==> src/rtl/assert_macros.svh <==
// Assertion macros shared by the clique search RTL.
// Define ASSERT_OFF to compile the checks out; no other dependencies.
`ifndef ASSERT_MACROS_SVH
`define ASSERT_MACROS_SVH

`ifndef ASSERT_OFF
`define CHK_ASSERT(lbl, clk, rst_n, prop) \
  lbl: assert property (@(posedge clk) disable iff (!rst_n) prop) \
    else $error("clique search check failed");
`define CHK_NEVER(lbl, clk, rst_n, expr) \
  lbl: assert property (@(posedge clk) disable iff (!rst_n) !(expr)) \
    else $error("clique search forbidden condition");
`else
`define CHK_ASSERT(lbl, clk, rst_n, prop)
`define CHK_NEVER(lbl, clk, rst_n, expr)
`endif

`endif

==> src/rtl/mcs_pkg.sv <==
// Shared sizes, codes and controller/datapath interface structs for the
// monochromatic clique search block. No dependencies.
`timescale 1ns / 1ps
`default_nettype none

package mcs_pkg;

  localparam int MaxVertices = 64;
  localparam int MaxClique   = 8;
  localparam int Cells       = MaxVertices * MaxVertices;
  localparam int AddrW       = $clog2(Cells);
  localparam int PosW        = AddrW + 1;
  localparam int VtxW        = $clog2(MaxVertices);
  localparam int NW          = VtxW + 1;
  localparam int KIdxW       = $clog2(MaxClique);
  localparam int KW          = KIdxW + 1;
  localparam int CountW      = 33;
  localparam int VcW         = 7;
  localparam int CsW         = 4;
  localparam int CfgDataW    = 7;
  localparam int CfgAddrW    = 1;
  localparam int OpW         = 2;
  localparam int InDataW     = 8;
  localparam int StatW       = 2;
  localparam int OutBits     = 1 + MaxClique * VtxW + CountW;
  localparam int OutDataW    = ((OutBits + 7) / 8) * 8;

  localparam logic [CfgAddrW-1:0] REG_VERTEX_COUNT = 1'b0;
  localparam logic [CfgAddrW-1:0] REG_CLIQUE_SIZE  = 1'b1;

  typedef enum logic [OpW-1:0] {
    OP_LOAD       = 2'd0,
    OP_NEW_MATRIX = 2'd1,
    OP_RESTART    = 2'd2,
    OP_FIND       = 2'd3
  } op_t;

  typedef enum logic [StatW-1:0] {
    STAT_FOUND      = 2'd0,
    STAT_EXHAUSTED  = 2'd1,
    STAT_NOT_LOADED = 2'd2
  } status_t;

  typedef struct packed {
    logic    load;
    logic    new_matrix;
    logic    restart;
    logic    start_walk;
    logic    seed;
    logic    calc_addr;
    logic    read_bit;
    logic    compare;
    logic    advance;
    logic    adv_last;
    logic    emit_found;
    logic    emit_code;
    status_t code;
  } dp_cmd_t;

  typedef struct packed {
    logic loaded;
    logic walk_done;
    logic mismatch;
    logic last_pair;
    logic out_free;
  } dp_sts_t;

endpackage

`default_nettype wire

==> src/rtl/mcs_ctrl.sv <==
// Controller: decodes input words and sequences the subset walk, pair
// reads and result emission. Uses mcs_pkg.
`timescale 1ns / 1ps
`default_nettype none

module mcs_ctrl (
  input  wire logic                      clk,
  input  wire logic                      rst_n,
  input  wire logic                      in_tvalid,
  output logic                           in_tready,
  input  wire logic [mcs_pkg::OpW-1:0]   in_op,
  input  wire mcs_pkg::dp_sts_t          sts,
  output mcs_pkg::dp_cmd_t               cmd
);

  typedef enum logic [2:0] {
    S_IDLE,
    S_START,
    S_WALK,
    S_ADDR,
    S_READ,
    S_CMP,
    S_FOUND,
    S_EMIT
  } state_t;

  state_t            state_r, state_nxt;
  mcs_pkg::status_t  code_r, code_nxt;
  logic              in_tready_r;

  always_comb begin
    cmd       = '0;
    state_nxt = state_r;
    code_nxt  = code_r;
    unique case (state_r)
      S_IDLE: begin
        if (in_tvalid && in_tready_r) begin
          unique case (mcs_pkg::op_t'(in_op))
            mcs_pkg::OP_LOAD:       cmd.load       = 1'b1;
            mcs_pkg::OP_NEW_MATRIX: cmd.new_matrix = 1'b1;
            mcs_pkg::OP_RESTART:    cmd.restart    = 1'b1;
            mcs_pkg::OP_FIND:       state_nxt      = S_START;
          endcase
        end
      end
      S_START: begin
        if (!sts.loaded) begin
          code_nxt  = mcs_pkg::STAT_NOT_LOADED;
          state_nxt = S_EMIT;
        end else begin
          cmd.start_walk = 1'b1;
          state_nxt      = S_WALK;
        end
      end
      S_WALK: begin
        if (sts.walk_done) begin
          code_nxt  = mcs_pkg::STAT_EXHAUSTED;
          state_nxt = S_EMIT;
        end else begin
          cmd.seed  = 1'b1;
          state_nxt = S_ADDR;
        end
      end
      S_ADDR: begin
        cmd.calc_addr = 1'b1;
        state_nxt     = S_READ;
      end
      S_READ: begin
        cmd.read_bit = 1'b1;
        state_nxt    = S_CMP;
      end
      S_CMP: begin
        cmd.compare = 1'b1;
        priority if (sts.mismatch) begin
          cmd.advance = 1'b1;
          state_nxt   = S_WALK;
        end else if (sts.last_pair) begin
          state_nxt = S_FOUND;
        end else begin
          state_nxt = S_ADDR;
        end
      end
      S_FOUND: begin
        if (sts.out_free) begin
          cmd.emit_found = 1'b1;
          cmd.advance    = 1'b1;
          cmd.adv_last   = 1'b1;
          state_nxt      = S_IDLE;
        end
      end
      S_EMIT: begin
        if (sts.out_free) begin
          cmd.emit_code = 1'b1;
          cmd.code      = code_r;
          state_nxt     = S_IDLE;
        end
      end
    endcase
  end

  always_ff @(posedge clk) begin
    if (!rst_n) begin
      state_r     <= S_IDLE;
      code_r      <= mcs_pkg::STAT_EXHAUSTED;
      in_tready_r <= 1'b0;
    end else begin
      state_r     <= state_nxt;
      code_r      <= code_nxt;
      in_tready_r <= (state_nxt == S_IDLE);
    end
  end

  assign in_tready = in_tready_r;

endmodule

`default_nettype wire

==> config.mk <==
export PLATFORM = sky130hd
export DESIGN_NAME = mcs_ctrl
export DESIGN_NICKNAME = d
export VERILOG_FILES = /design/src/rtl/assert_macros.svh /design/src/rtl/mcs_pkg.sv /design/src/rtl/mcs_ctrl.sv
export SDC_FILE = /design/constraint.sdc
export NUM_CORES = 1
export LEC_CHECK = 0
export ABC_AREA = 0
export BUFFER_PORTS_ARGS = -buffer_cell sky130_fd_sc_hd__buf_2
export CAP_MARGIN = 20
export CORE_AREA = 2 2 39 41
export DETAILED_ROUTE_END_ITERATION = 8
export DIE_AREA = 0 0 41 43
export PLACE_DENSITY = 0.67
export SYNTH_ARGS = -nofsm -noshare
export SYNTH_HDL_FRONTEND = slang
export SYNTH_SLANG_ARGS = --single-unit
==> constraint.sdc <==
create_clock -name clk -period 1.4 [get_ports clk]
set_input_delay 0.28 -clock clk [delete_from_list [all_inputs] [get_ports clk]]
set_output_delay 0.28 -clock clk [all_outputs]
set_load 0.05 [all_outputs]
==> results of run 1 <==
-- logic make-up after synthesis --
group                  share of synthesized area
AO/OA/AOI/OAI                              0.203
flip-flops                                 0.243
AND/OR/NAND/NOR                            0.441
buffers and inverters                     0.0937
multiplexers                              0.0203
-- worst max-delay path: stages (launching register included) --
cell,delay [ns]
dfxtp_4,0.36
nor3_4,0.25
nand3_4,0.15
nor3b_4,0.21
buf_6,0.18
-- synthesized netlist by cell type, types with 2 or more instances --
| library cell | number | area share |
|---|---|---|
| a21o_1 | 2 | 0.030 |
| a21oi_1 | 4 | 0.041 |
| and2_1 | 4 | 0.051 |
| and3_1 | 2 | 0.025 |
| and3b_1 | 2 | 0.035 |
| buf_6 | 2 | 0.046 |
| dfxtp_1 | 6 | 0.24 |
| inv_1 | 3 | 0.023 |
| nand2_1 | 3 | 0.023 |
| nor2_1 | 6 | 0.046 |
| nor3_1 | 3 | 0.030 |
| nor3b_2 | 2 | 0.051 |
-- cell type report --
cell class | instances | area [sq um]
multi-input combinational | 45 | 445
timing repair buffer | 42 | 380
fill | 87 | 372
sequential | 6 | 133
clock buffer | 3 | 22.5
tap | 16 | 20.0
inverter | 3 | 11.3
-- registers in the layout, indices dropped and copies added, names as in the netlist --
signal,count
in_tready,1
code_r,2
state_r,3
-- metal layers --
metal  GRT usage  share of wire  up-vias  routed length, um
li1            -              -      286                  -
met1       0.210           0.37      282                639
met2       0.341           0.59       18               1020
met3      0.0314          0.040        2                 70
met4       0.100         0.0069        0                 12
met5           0              0        -                  0
-- metrics by stage --
stage / cell area, sq um / TNS [ns] / instances / total power [mW]
floorplan: 574 / -0.893 / 58 / 1.02
global placement: 756 / -0.903 / 105 / 1.23
detailed placement: 756 / -1.19 / 105 / 1.25
CTS: 953 / -1.64 / 111 / 1.60
global route: 1010 / -2.54 / 115 / 1.84
finish: 1010 / -1.96 / 115 / 1.76
-- repair_timing --
item                       CTS  global route
hold buffers                 0             0
pin swaps                    9             8
buffers inserted             4             5
setup endpoints to repair   15            15
gates resized for setup     49             8
-- final timing paths --
path	slack [ns]	cells past startpoint	from	endpoint
hold / removal	0.30	2	rst_n	state_r[1]
hold reg to reg	0.45	1	code_r[0]	code_r[0]
setup reg to reg	0.03	5	state_r[1]	state_r[2]
setup / recovery	-0.27	4	state_r[2]	cmd[12]
-- where the power goes --
| group | internal [mW] | leakage (nW) | switching [mW] | total (mW) |
|---|---|---|---|---|
| sequential | 0.254 | 0.0516 | 0.0944 | 0.348 |
| combinational | 0.623 | 0.399 | 0.632 | 1.25 |
| clock | 0.0969 | 0.0138 | 0.0622 | 0.159 |
| total | 0.973 | 0.464 | 0.788 | 1.76 |
==> flow_metrics.py, run 1 <==
metrics = {
    "setup_path": {
        "path_max_fanout": 4,
        "critical_path_required_ns": 1.12,
        "crit_arrival_ns": 1.39,
        "path_class": "flop to output pin",
        "crit_path_end_kind": "output pin",
        "crit_path_start_kind": "flop",
    },
    "grt": {
        "grt_pass1_vias": 510,
        "antenna_found_initial": 0,
        "grt_overflow": 0,
        "grt_pass1_wl_mm": 2.26,
        "grt_use_total": 0.196,
        "grt_max_degree": 10,
    },
    "synthesis": {
        "netlist_instances": 58,
        "async_reset_ff_frac": 0,
        "ys_seq_elements": 6,
        "seq_area_frac_synth": 0.243,
        "synth_edf_count": 0,
        "syn_area_sq_um": 494,
        "ys_types": 31,
        "yosysWarningCount": 0,
        "synthFlopType": "dfxtp_1",
        "syn_nets": 68,
        "syn_area_per_cell_sq_um": 8.52,
    },
    "floorplan": {
        "coreArea_sq_um": 1380,
        "start_util": 0.357,
        "die_y_um": 43,
        "die_x_um": 41,
        "fp-row-count": 14,
        "ios": 25,
        "die_area_sq_um": 1760,
    },
    "cells_and_area": {
        "layout_commonest_cell": "buf_4",
        "syn2layout_area_growth_pct": 105,
        "n_antenna_cell": 0,
        "nets": 111,
        "drive_gt1_frac": 0.768,
        "utilization": 0.731,
        "final_cell_mix": "15 x buf_4, 10 x buf_2, 10 x buf_6",
    },
    "sta": {
        "period_share": 1.19,
        "layout_min_cycle_time_ns": 1.67,
        "drv_slew": 0,
        "hold_ws_ns": 0.298,
        "rsz0062_at_grt": "yes",
        "hold_viol": 0,
        "slew_headroom": 0.832,
        "clock_skew_ns": 0.00410,
        "setup_violations": 14,
        "layout_setup_ws_ns": -0.270,
        "worst_slew_pin_slew_ns": 0.252,
        "fmax_mhz": 599,
    },
    "min_path": {
        "min_path_type": "primary input to flop",
    },
    "drt": {
        "drtPass1Iterations": 5,
        "routed_wl_mm": 1.74,
        "ant_nets": 0,
        "vias": 588,
        "wl_per_cell_um": 15.2,
        "drc": 0,
        "vias_per_cell": 5.11,
        "drt-initial-drc-count": 10,
    },
    "power": {
        "vdd_drop_max_mv": 0.919,
        "cellPowerDensity_nw_per_um2": 1740,
        "p_leak_nw": 0.464,
    },
    "job": {
        "maxCapViolCount": 0,
    },
    "cts": {
        "worst_skew_pair.late_latency_ns": 0.25,
        "cts_inserted_buffers": 3,
        "root_buffer": "clkbuf_4",
        "path_clk_slew_ns": 0.04,
        "numClockSinks": 6,
        "cts_buffer_depth": 2,
        "htree_levels": 1,
        "cts_tree": "yes",
    },
    "placed_design": {
        "io_buffers": 24,
        "place_hpwl_um": 951,
        "preCtsSetupSlack_ns": -0.137,
        "gp_congestion": 0.701,
    },
    "run_status": {
        "violations": "negative setup slack",
        "status": "complete, but fails checks",
    },
}
No activity file was read; power rests on OpenSTA's default activity.
==> run 2, diff against run 1 <==
--- a/config.mk
+++ b/config.mk
@@ -11,7 +11,7 @@
 export CORE_AREA = 2 2 39 41
 export DETAILED_ROUTE_END_ITERATION = 8
 export DIE_AREA = 0 0 41 43
-export PLACE_DENSITY = 0.67
+export PLACE_DENSITY = 0.79
 export SYNTH_ARGS = -nofsm -noshare
 export SYNTH_HDL_FRONTEND = slang
 export SYNTH_SLANG_ARGS = --single-unit
==> flow_metrics.py, run 2 (synthesis results as in run 1) <==
metrics = {
    "run_status": {
        "status": "complete, but fails checks",
        "violations": "negative setup slack",
    },
    "cells_and_area": {
        "final_cell_mix": "13 x buf_4, 11 x buf_6, 10 x buf_2, 10 x buf_8, 5 x nor2_4",
        "nets": 113,
        "largest_register": "state_r",
        "utilization": 0.769,
        "n_antenna_cell": 0,
        "fillers": 92,
        "largest_register_ffs": 3,
        "layout_commonest_cell": "buf_4",
        "syn2layout_area_growth_pct": 115,
        "drive_gt1_frac": 0.772,
    },
    "grt": {
        "antenna_found_initial": 0,
        "grt_pass1_wl_mm": 2.61,
        "grt_pass1_vias": 602,
        "grt_max_degree": 10,
        "grt_overflow": 0,
        "grt_use_total": 0.224,
    },
    "cts": {
        "htree_levels": 1,
        "numClockSinks": 6,
        "root_buffer": "clkbuf_4",
        "cts_buffer_depth": 2,
        "cts_inserted_buffers": 3,
        "ctsHoldBuffers": 0,
        "cts_tree": "yes",
        "path_clk_slew_ns": 0.04,
        "worst_skew_pair.late_latency_ns": 0.24,
    },
    "sta": {
        "layout_setup_ws_ns": -0.272,
        "layout_min_cycle_time_ns": 1.67,
        "hold_ws_ns": 0.296,
        "worst_slew_pin_slew_ns": 0.247,
        "slew_headroom": 0.835,
        "period_share": 1.19,
        "clock_skew_ns": 0.00275,
        "hold_viol": 0,
        "fmax_mhz": 598,
        "drv_slew": 0,
        "rsz0062_at_grt": "yes",
        "setup_violations": 17,
    },
    "setup_path": {
        "path_max_fanout": 3,
        "crit_path_end_kind": "output pin",
        "crit_arrival_ns": 1.39,
        "crit_path_frequent_cell": "buf_6",
        "worstPathCellList": "buf_6 > nor3_4 > nand3_4 > nor3b_4 > buf_6",
        "path_class": "flop to output pin",
        "crit_slowest_cell": "dfxtp_4",
        "path_buf_inv": 2,
        "crit_path_start_kind": "flop",
        "cp_slowest_stage_delay_ns": 0.34,
        "cpLargestDelayFamily": "simple AND/OR/NAND/NOR gates",
        "critical_path_required_ns": 1.12,
    },
    "floorplan": {
        "die_y_um": 43,
        "coreArea_sq_um": 1380,
        "fp-row-count": 14,
        "start_util": 0.357,
        "die_area_sq_um": 1760,
        "die_x_um": 41,
        "ios": 25,
    },
    "power": {
        "p_leak_nw": 0.474,
        "cellPowerDensity_nw_per_um2": 1740,
        "vdd_drop_max_mv": 0.887,
    },
    "placed_design": {
        "gp_congestion": 0.734,
        "place_hpwl_mm": 1.09,
        "io_buffers": 24,
    },
    "drt": {
        "wl_per_cell_um": 15.2,
        "routed_wl_mm": 1.77,
        "vias": 585,
        "drt-initial-drc-count": 3,
        "ant_nets": 0,
        "drc": 0,
        "drtPass1Iterations": 3,
        "vias_per_cell": 5.00,
    },
    "job": {
        "maxCapViolCount": 0,
    },
    "min_path": {
        "min_path_type": "primary input to flop",
    },
}
run 2: power by group:
group	total, mW	switching [mW]	leakage, nW	internal [mW]
clock network	0.158	0.0608	0.0138	0.0968
logic	1.36	0.693	0.408	0.669
registers	0.330	0.0768	0.0516	0.253
total	1.85	0.831	0.474	1.02
run 2: path summary, 6_finish.rpt:
check | from | to | slack [ns] | cells after the start
min | rst_n | state_r[0] | 0.30 | 2
min reg2reg | code_r[0] | code_r[0] | 0.46 | 1
max reg2reg | state_r[1] | state_r[2] | -0.21 | 9
max | state_r[1] | cmd[12] | -0.27 | 5
run 2: cell type report:
| class | instances | area (sq um) | share of cell area |
|---|---|---|---|
| clock buffer | 3 | 22.5 | 0.0212 |
| inverter | 3 | 11.3 | 0.0106 |
| multi-input combinational | 45 | 457 | 0.429 |
| sequential | 6 | 133 | 0.125 |
| tap | 16 | 20.0 | 0.0188 |
| timing repair buffer | 44 | 422 | 0.396 |
run 2: routing by layer:
| layer | track usage | up-vias | part of all wire |
|---|---|---|---|
| li1 | - | 290 | - |
| met1 | 0.214 | 265 | 0.35 |
| met2 | 0.381 | 22 | 0.57 |
| met3 | 0.0366 | 8 | 0.041 |
| met4 | 0.180 | 0 | 0.043 |
| met5 | 0 | - | 0 |
run 2: metrics by stage:
stage	instance area, sq um	total power [mW]	setup slack, ns	setup TNS, ns	cells
after floorplan	574	1.02	-0.195	-0.893	58
after global placement	748	1.24	-0.120	-0.525	104
after detailed placement	748	1.27	-0.140	-0.759	104
after CTS	1030	1.75	-0.288	-2.86	116
after global routing	1060	1.96	-0.338	-4.11	117
final	1060	1.85	-0.272	-3.33	117
run 2: timing repair:
action | 4_1_cts | 5_1_grt
resized for setup | 60 | 6
pin swaps | 12 | 4
setup endpoints to repair | 14 | 17
hold endpoints to repair | 0 | 0
setup buffers | 9 | 1
==> run 3, diff against run 2 <==
--- a/config.mk
+++ b/config.mk
@@ -11,7 +11,8 @@
 export CORE_AREA = 2 2 39 41
 export DETAILED_ROUTE_END_ITERATION = 8
 export DIE_AREA = 0 0 41 43
-export PLACE_DENSITY = 0.79
+export GPL_ROUTABILITY_DRIVEN = 0
+export PLACE_DENSITY = 0.71
 export SYNTH_ARGS = -nofsm -noshare
 export SYNTH_HDL_FRONTEND = slang
 export SYNTH_SLANG_ARGS = --single-unit
==> flow_metrics.py, run 3 (synthesis results as in run 1) <==
metrics = {
    "floorplan": {
        "ios": 25,
        "die_x_um": 41,
        "start_util": 0.357,
        "fp-row-count": 14,
        "coreArea_sq_um": 1380,
        "die_area_sq_um": 1760,
        "die_y_um": 43,
    },
    "cells_and_area": {
        "nets": 115,
        "final_cell_mix": "15 x buf_4, 13 x buf_6, 10 x buf_2",
        "syn2layout_area_growth_pct": 115,
        "fillers": 92,
        "drive_gt1_frac": 0.786,
        "utilization": 0.769,
        "layout_commonest_cell": "buf_4",
        "largest_register": "state_r",
        "largest_register_ffs": 3,
        "n_antenna_cell": 0,
    },
    "setup_path": {
        "cp-startpoint": "state_r[2]",
        "rr_startpoint": "state_r[1]",
        "critical_path_required_ns": 1.12,
        "crit_arrival_ns": 1.43,
        "worstPathCellList": "nor3_4 > nand3_4 > nor3b_4 > buf_6",
        "path_buf_inv": 1,
        "crit_path_start_kind": "flop",
        "cpLargestDelayFamily": "simple AND/OR/NAND/NOR gates",
        "path_max_fanout": 4,
        "path_class": "flop to output pin",
        "crit_path_end_kind": "output pin",
        "cp_slowest_stage_delay_ns": 0.37,
        "crit_slowest_cell": "dfxtp_4",
    },
    "cts": {
        "numClockSinks": 6,
        "htree_levels": 1,
        "path_clk_slew_ns": 0.04,
        "cts_tree": "yes",
        "cts_inserted_buffers": 3,
        "worst_skew_pair.late_latency_ns": 0.24,
        "ctsHoldBuffers": 0,
        "cts_buffer_depth": 2,
        "root_buffer": "clkbuf_4",
    },
    "power": {
        "vdd_drop_max_mv": 1.01,
        "p_leak_nw": 0.490,
        "cellPowerDensity_nw_per_um2": 1840,
    },
    "grt": {
        "grt_use_total": 0.203,
        "met1_usage": 0.235,
        "antenna_found_initial": 0,
        "globalRoute.busiestLayer": "met2",
        "met3_usage": 0.0157,
        "grt_pass1_vias": 540,
        "grtUsageMet2": 0.366,
        "grt_max_degree": 10,
        "grt_pass1_wl_mm": 2.39,
        "grt_overflow": 0,
    },
    "sta": {
        "slew_headroom": 0.825,
        "clock_skew_ns": 0.00419,
        "hold_viol": 0,
        "layout_min_cycle_time_ns": 1.71,
        "rsz0062_at_grt": "yes",
        "worst_slew_pin_slew_ns": 0.262,
        "layout_setup_ws_ns": -0.315,
        "fmax_mhz": 583,
        "period_share": 1.22,
        "setup_violations": 14,
        "drv_slew": 0,
    },
    "placed_design": {
        "place_hpwl_um": 951,
        "preCtsSetupSlack_ns": -0.143,
        "io_buffers": 24,
    },
    "run_status": {
        "violations": "negative setup slack",
        "status": "complete, but fails checks",
    },
    "min_path": {
        "hp-start": "rst_n",
        "min_path_type": "primary input to flop",
    },
    "drt": {
        "drc": 0,
        "drt-initial-drc-count": 16,
        "wl_per_cell_um": 19.2,
        "vias_per_cell": 5.39,
        "drtPass1Iterations": 4,
        "ant_nets": 0,
        "routed_wl_mm": 2.29,
        "vias": 641,
    },
    "job": {
        "maxCapViolCount": 0,
    },
}
==> run 3: path summary, 6_finish.rpt <==
kind / end / slack (ns) / cells after the start
hold reg to reg: code_r[0] / 0.46 / 1
setup reg to reg: state_r[2] / 0 / 5
hold / removal: in_tready / 0.31 / 3
setup / recovery: cmd[12] / -0.31 / 4
==> run 3: area by class of cell <==
type	count	area (sq um)	area share
Inverter	3	11.3	0.0106
Sequential cell	6	133	0.125
Clock buffer	3	22.5	0.0212
Multi-Input combinational cell	45	449	0.422
Tap cell	16	20.0	0.0188
Timing Repair Buffer	46	429	0.403
==> run 3: worst min-delay path, stage by stage <==
cell     delay [ns]
buf_2          0.13
nand2_1        0.06
nor3_1         0.04
==> run 3: repair_timing <==
item,CTS,global route
endpoints found under the setup margin,14,15
pin swaps,12,9
gates resized for setup,48,15
endpoints found under the hold margin,0,0
buffers inserted,6,6
==> run 3: through the flow <==
stage	power [mW]	hold WS [ns]	area [sq um]	cells	TNS (ns)
2_1_floorplan	1.02	0.397	574	58	-0.893
3_3_place_gp	1.26	0.434	763	106	-1.08
3_5_place_dp	1.29	0.437	763	106	-1.15
4_1_cts	1.66	0.292	975	115	-1.97
5_1_grt	2.03	0.327	1060	119	-2.87
6_report	1.96	0.308	1060	119	-2.29
==> run 3: where the power goes <==
part           leakage [nW]  switching, mW  internal (mW)
Sequential           0.0516          0.103          0.254
Combinational         0.425          0.720          0.724
Clock                0.0138         0.0627         0.0970
Total                 0.490          0.886           1.07
==> run 3: metal layers <==
metal / part of all wire / vias up / routed length (um)
met5: 0 / - / 0
met1: 0.38 / 314 / 869
met4: 0.024 / 0 / 56
met2: 0.55 / 30 / 1260
li1: - / 291 / -
met3: 0.045 / 6 / 104
